--- src/rsim_pkg.sv ---
// Package for the range set insert and match block.
// Holds field widths, the operation code, and the controller/datapath command
// and status structs. It depends on nothing else.
package rsim_pkg;

  localparam int unsigned ID_W      = 63;
  localparam int unsigned HIT_W     = 32;
  localparam int unsigned CNT_OUT_W = 9;
  localparam int unsigned S_TDATA_W = 192;
  localparam int unsigned M_TDATA_W = 48;

  typedef enum logic {
    OP_INSERT = 1'b0,
    OP_QUERY  = 1'b1
  } op_e;

  typedef struct packed {
    logic load;
    logic scan;
    logic write;
    logic finish;
  } cmd_t;

  typedef struct packed {
    logic skip;
    logic hit;
    logic miss;
    logic query;
    logic full;
    logic out_busy;
  } sts_t;

endpackage

--- src/rsim_ctrl.sv ---
// Controller state machine for the range set insert and match block.
// Sequences load, table scan, write back and result hand-off.
// Depends on rsim_pkg.
module rsim_ctrl (
  input  logic          clk_i,
  input  logic          rst_ni,
  input  logic          in_valid_i,
  output logic          in_ready_o,
  input  rsim_pkg::sts_t sts_i,
  output rsim_pkg::cmd_t cmd_o
);

  typedef enum logic [3:0] {
    ST_IDLE   = 4'b0001,
    ST_SCAN   = 4'b0010,
    ST_WRITE  = 4'b0100,
    ST_FINISH = 4'b1000
  } state_e;

  state_e state_q, state_d;

  always_comb begin
    state_d       = state_q;
    cmd_o         = '0;
    in_ready_o    = 1'b0;
    case (state_q)
      ST_IDLE: begin
        in_ready_o = 1'b1;
        if (in_valid_i) begin
          cmd_o.load = 1'b1;
          state_d    = ST_SCAN;
        end
      end
      ST_SCAN: begin
        cmd_o.scan = 1'b1;
        if (sts_i.skip) begin
          state_d = ST_FINISH;
        end else if (sts_i.hit) begin
          state_d = sts_i.query ? ST_FINISH : ST_WRITE;
        end else if (sts_i.miss) begin
          state_d = (sts_i.query || sts_i.full) ? ST_FINISH : ST_WRITE;
        end
      end
      ST_WRITE: begin
        cmd_o.write = 1'b1;
        state_d     = ST_FINISH;
      end
      ST_FINISH: begin
        if (!sts_i.out_busy) begin
          cmd_o.finish = 1'b1;
          state_d      = ST_IDLE;
        end
      end
      default: begin
        state_d = ST_IDLE;
      end
    endcase
  end

  always_ff @(posedge clk_i or negedge rst_ni) begin
    if (!rst_ni) begin
      state_q <= ST_IDLE;
    end else begin
      state_q <= state_d;
    end
  end

endmodule

--- config.mk ---
export PLATFORM = sky130hd
export DESIGN_NAME = rsim_ctrl
export DESIGN_NICKNAME = d
export VERILOG_FILES = /design/src/rsim_pkg.sv /design/src/rsim_ctrl.sv
export SDC_FILE = /design/constraint.sdc
export NUM_CORES = 1
export LEC_CHECK = 0
export ABC_AREA = 1
export BUFFER_PORTS_ARGS = -buffer_cell sky130_fd_sc_hd__buf_4
export CAP_MARGIN = 15
export CORE_AREA = 2 2 39 41
export DETAILED_ROUTE_END_ITERATION = 8
export DIE_AREA = 0 0 41 43
export GPL_TIMING_DRIVEN = 0
export MAX_ROUTING_LAYER = met4
export SYNTH_ARGS = -nofsm -noshare
export SYNTH_HDL_FRONTEND = slang
export SYNTH_SLANG_ARGS = --single-unit
--- constraint.sdc ---
create_clock -name clk_i -period 2.25 [get_ports clk_i]
set_input_delay 0.1125 -clock clk_i [delete_from_list [all_inputs] [get_ports clk_i]]
set_output_delay 0.1125 -clock clk_i [all_outputs]
set_load 0.02 [all_outputs]
==> impl_metrics.ini, run 1 <==
[worst_setup_path]
path_delay_family = flip-flops
cp_max_fo = 4
endpoint_kind = primary output
worst_ep_required_time_ns = 2.14
slowest_stage = dfstp_2
critPathKind = flip-flop to primary output
cp_slowest_stage_delay_ns = 0.53
arrival_ns = 1.29
path_buf_inv = 2
cp-start-kind = flip-flop
cp_cell_sequence = inv_1 -> nor2_1 -> nand2_1 -> nor2_1 -> buf_4
path_common_cell = nor2_1

[clock_network]
cts_buffer_depth = 2
clkTransAtPathRegs_ns = 0.04
cts_tree = built
htreeDepth = 1
postCtsSetupRepairBufs = 0
clock_latency_ns = 0.24
clock-sinks = 4
cts-root-buf = clkbuf_4
cts_buffers = 3

[logic_synthesis]
synth_area_um2 = 290
yosysUniqueCellTypes = 16
synth_nets = 50
yosysWarningCount = 0
ys.flop_type = dfrtp_1
yosysSeqAreaShare = 0.349
synth_top_area_frac = 0.259
synth.area.top_cells = dfrtp_1 (26%), dfstp_2 (9.1%), nand3_1 (8.6%), inv_1 (7.8%), nor2_1 (7.8%)
synth.area.mux_share = 0
synth-simple-area-share = 0.453
synth_edf_count = 0
synth_fa_ha_area_frac = 0
synthTopCellsByCount = inv_1 (6), nor2_1 (6), nand2_1 (5), nand3_1 (5)
async_reset_ff_frac = 1.00
yosys.area.top_type = dfrtp_1
syn_inst = 41
synth_xor_area_frac = 0
syn_avg_cell_area_um2 = 7.08
synth_compound_gate_area_share = 0.0948
synth_seq_cells = 4
synth_top_family_by_area = simple AND/OR/NAND/NOR gates

[place]
dp_hpwl_um = 525
numPortBuffers = 13
pre_cts_ws_ns = 1.08
dp.cells = 70
place_congestion = 0.833
post_dp_cell_area_um2 = 408

[die]
pin_count = 14
die_x_um = 41
die-area_mm2 = 0.00176
initial_core_util = 0.210
die_h_um = 43
num_rows = 14
coreArea_mm2 = 0.00138

[sta]
period_needed_ns = 1.40
final_hold_viol_count = 0
max_freq_mhz = 713
fin_tns_setup_ns = 0
relSlewSlack = 0.845
rsz0062_at_grt = false
drv_slew = 0
finClkSkew_ns = 0.00735
tightest_slew_ns = 0.231
setup_violations = 0
setup_ws_ns = 0.848
hold_slack_ns = 0.151
finalCritPeriodShare = 0.623

[routing]
routedWlPerCell_um = 8.19
drc = 0
antenna_left = 0
avgViaCountPerCell = 3.99
dr.pass1.iters = 2
vias = 299
drt_iter0_markers = 4
routed_wl_um = 614

[global_routing]
overflow = 0
grt_max_degree = 6
first_global_vias = 327
grt_usage = 0.100
grt_pass1_wl_um = 1170
grt_antenna_before_repair = 0

[power_and_ir_drop]
power_density_mw_per_mm2 = 1100
leakage_nw = 0.232
p_clk_frac = 0.200
power_mw = 0.490
seq_power_share = 0.253
p_switching_mw = 0.214
p_comb_frac = 0.546
switching_share = 0.437
peakVddDrop_v = 0.000529
p_int_mw = 0.276

[final_layout]
layout-drive-gt1-share = 0.475
fin_area_um2 = 444
fill_cells = 156
layout.nets = 69
antenna_cells = 0
largestRegisters = state_q: 4 flops
postLayoutCoreUtil = 0.321
syn_to_final_growth_pct = 53.0
instances_no_fill = 75
largest_reg_flops = 4
largest_register = state_q

[flow_run]
cap_violations = 0

[hold_path]
hold_path.class = input port to flip-flop

[run_status]
status = complete, no violations
-- cells in the final DEF (no fill, tap or decap) --
cell type,instances
clkbuf_4,3
nor2_4,1
clkbuf_1,1
nand3_2,1
nand3_1,5
a21oi_1,1
nor4_1,1
nand2_2,3
nand4_1,1
dlygate4sd3_1,1
inv_1,6
nor2_1,6
o21ai_0,1
nor2_2,2
nand2_1,5
inv_2,2
o21ai_2,2
dfstp_2,1
dfrtp_1,3
buf_4,13
-- kinds of logic after synthesis --
kind of cell / after synthesis
buf+inv: 8
compound gates: 4
flops: 4
simple gates: 25
-- what timing repair did --
action,4_1_cts,5_1_grt
hold buffers,1,0
gates resized for setup,0,0
setup endpoints to repair,0,0
hold endpoints to repair,4,0
-- power groups by stage --
stage / clock network (mW) / logic (mW) / registers (mW)
3_5_place_dp: 0 / 0.271 / 0.125
6_report: 0.0983 / 0.268 / 0.124
4_1_cts: 0.103 / 0.273 / 0.124
2_1_floorplan: 0 / 0.194 / 0.122
5_1_grt: 0.110 / 0.299 / 0.128
3_3_place_gp: 0 / 0.266 / 0.125
-- cell type report --
| type | instances | area (um^2) | share of cell area |
|---|---|---|---|
| sequential | 4 | 101 | 0.228 |
| inverter | 8 | 30.0 | 0.0676 |
| tap | 16 | 20.0 | 0.0451 |
| timing repair buffer | 14 | 108 | 0.242 |
| clock buffer | 4 | 26.3 | 0.0592 |
| multi-input combinational | 29 | 159 | 0.358 |
-- final timing paths --
path / cells after the start / slack [ns] / to / start
worst min-delay path: 4 / 0.15 / state_q[2]$_DFFE_PN0P_ / sts_i[2]
worst max register to register: 5 / 1.10 / state_q[3]$_DFFE_PN0P_ / state_q[0]$_DFFE_PN1P_
worst min register to register: 2 / 0.64 / state_q[3]$_DFFE_PN0P_ / state_q[3]$_DFFE_PN0P_
worst max-delay path: 5 / 0.85 / cmd_o[3] / state_q[0]$_DFFE_PN1P_
max in group asynchronous: 2 / 1.85 / state_q[0]$_DFFE_PN1P_ / rst_ni
min in group asynchronous: 2 / 0.20 / state_q[3]$_DFFE_PN0P_ / rst_ni
-- worst register-to-register path, cell delays in order, from the launching register on --
cell and delay (ns):
dfstp_2 0.53, inv_1 0.06, nor2_1 0.12, nand3_1 0.14, nand3_2 0.14, o21ai_2 0.05
-- layer usage --
metal  share of wire  up-vias  wire length, um  track usage
li1                -      165                -            -
met1            0.44      132              269        0.114
met2            0.55        2              338        0.147
met3          0.0098        0                6       0.0157
met4               0        0                0       0.0800
met5               0        -                0            -
Power figures use the tool's default switching activity.
==> run 2: changes to the inputs <==
==> constraint.sdc (replaced) <==
create_clock -name clk_i -period 1.2 [get_ports clk_i]
set_input_delay 0.06 -clock clk_i [delete_from_list [all_inputs] [get_ports clk_i]]
set_output_delay 0.06 -clock clk_i [all_outputs]
set_load 0.02 [all_outputs]
==> run 2 against run 1 <==
Net effect: the flow now finishes with violations (setup timing); sequential power rose by 110%; die area did not move; first-iteration DRC count fell by 75%; non-clock buffer count rose by 5; flip-flop and latch count did not move; global-route usage rose by 0.40 points; setup slack got worse by 0.93 ns; combinational power rose to 2.6 times the previous value; final cell count rose by 6.7%; hold slack got worse by 0.062 ns; highest routed layer is now met4.
==> impl_metrics.ini, run 2 (same netlist as run 1, synthesis figures left out) <==
[run_status]
status = complete, but fails checks
violations = setup timing

[die]
pin_count = 14
coreArea_mm2 = 0.00138
initial_core_util = 0.210
die_x_um = 41
die-area_mm2 = 0.00176
die_h_um = 43
num_rows = 14

[final_layout]
largest_register = state_q
fill_cells = 144
syn_to_final_growth_pct = 77.2
layout-drive-gt1-share = 0.625
fin_area_um2 = 514
layout.nets = 74
largest_reg_flops = 4
antenna_cells = 0
largestRegisters = state_q: 4 flops
final_cell_mix = buf_4 (16), nand3_1 (5)
final_common_cell = buf_4

[worst_setup_path]
path_buf_inv = 3
worst_ep_required_time_ns = 1.14
path_common_cell = buf_4
cp-start-kind = flip-flop
path_delay_family = flip-flops
cp_max_fo = 4
arrival_ns = 1.22
slowest_stage = dfstp_2
cp_slowest_stage_delay_ns = 0.54
critPathKind = flip-flop to primary output
endpoint_kind = primary output
cp_cell_sequence = inv_2 -> buf_4 -> nand2_2 -> nor2_4 -> buf_4

[hold_path]
hold_path.class = input port to flip-flop

[sta]
tightest_slew_ns = 0.185
finClkSkew_ns = 0.00301
finalCritPeriodShare = 1.07
rsz0062_at_grt = true
setup_ws_ns = -0.0811
drv_slew = 0
setup_violations = 8
max_freq_mhz = 781
relSlewSlack = 0.875
period_needed_ns = 1.28
hold_slack_ns = 0.0896
final_hold_viol_count = 0

[place]
pre_cts_ws_ns = 0.0315
dp_hpwl_um = 522
numPortBuffers = 13
place_congestion = 0.754
post_dp_cell_area_um2 = 414

[clock_network]
htreeDepth = 1
clock-sinks = 4
cts_buffers = 3
clkTransAtPathRegs_ns = 0.04
clock_latency_ns = 0.24
cts-root-buf = clkbuf_4
cts_buffer_depth = 2
cts_tree = built

[global_routing]
grt_max_degree = 6
grt_usage = 0.104
first_global_vias = 350
grt_antenna_before_repair = 0
overflow = 0
grt_pass1_wl_um = 1200

[routing]
routed_wl_um = 680
antenna_left = 0
drc = 0
routedWlPerCell_um = 8.50
vias = 342
dr.pass1.iters = 2
drt_iter0_markers = 1
avgViaCountPerCell = 4.28

[power_and_ir_drop]
power_density_mw_per_mm2 = 2230
leakage_nw = 0.259
peakVddDrop_v = 0.000916
power_mw = 1.15

[flow_run]
cap_violations = 0
run 2: cell types whose count changed in the layout (fill, tap and decap cells not counted), sizes merged:
cell,before,now
buf,13,18
run 2: where the power goes:
part,internal [mW],switching [mW]
combinational,0.337,0.367
sequential,0.197,0.0598
clock,0.125,0.0589
total,0.659,0.486
run 2: repair_timing:
item                                    CTS  global route
buffers inserted                          3             2
hold buffers                              1             0
pin swaps                                 2             3
hold endpoints to repair                  4             0
gates resized for setup                   6             4
endpoints found under the setup margin    4             9
run 2: routing by layer:
layer,GRT usage,up-vias,share of wire
li1,-,175,-
met1,0.0977,160,0.39
met2,0.166,5,0.56
met3,0.0157,2,0.024
met4,0.100,0,0.028
met5,-,-,0
run 2: tightest hold or removal path, stage by stage:
cell     delay (ns)
buf_4          0.08
nor2_1         0.04
nand3_1        0.07
nor2_1         0.04
run 2: cell type report:
| type | instances | area [um^2] | share of cell area |
|---|---|---|---|
| Inverter | 8 | 30.0 | 0.0584 |
| Timing Repair Buffer | 19 | 153 | 0.297 |
| Sequential cell | 4 | 103 | 0.200 |
| Tap cell | 16 | 20.0 | 0.0389 |
| Clock buffer | 4 | 26.3 | 0.0511 |
| Multi-Input combinational cell | 29 | 183 | 0.355 |
run 2: final timing paths:
check	from	to	slack (ns)	cells after the start
max	state_q[0]$_DFFE_PN1P_	cmd_o[2]	-0.08	5
min in group asynchronous	rst_ni	state_q[3]$_DFFE_PN0P_	0.15	2
min reg2reg	state_q[0]$_DFFE_PN1P_	state_q[0]$_DFFE_PN1P_	0.67	4
max in group asynchronous	rst_ni	state_q[0]$_DFFE_PN1P_	0.85	2
max reg2reg	state_q[0]$_DFFE_PN1P_	state_q[3]$_DFFE_PN0P_	-0.04	6
min	sts_i[2]	state_q[2]$_DFFE_PN0P_	0.09	4
run 2: through the flow:
step                instances  TNS [ns]  utilization
finish                     80    -0.270        0.372
global route               80    -0.677        0.372
CTS                        78    -0.302        0.354
detailed placement         70         0        0.299
global placement           70         0        0.299
floorplan                  41         0            -
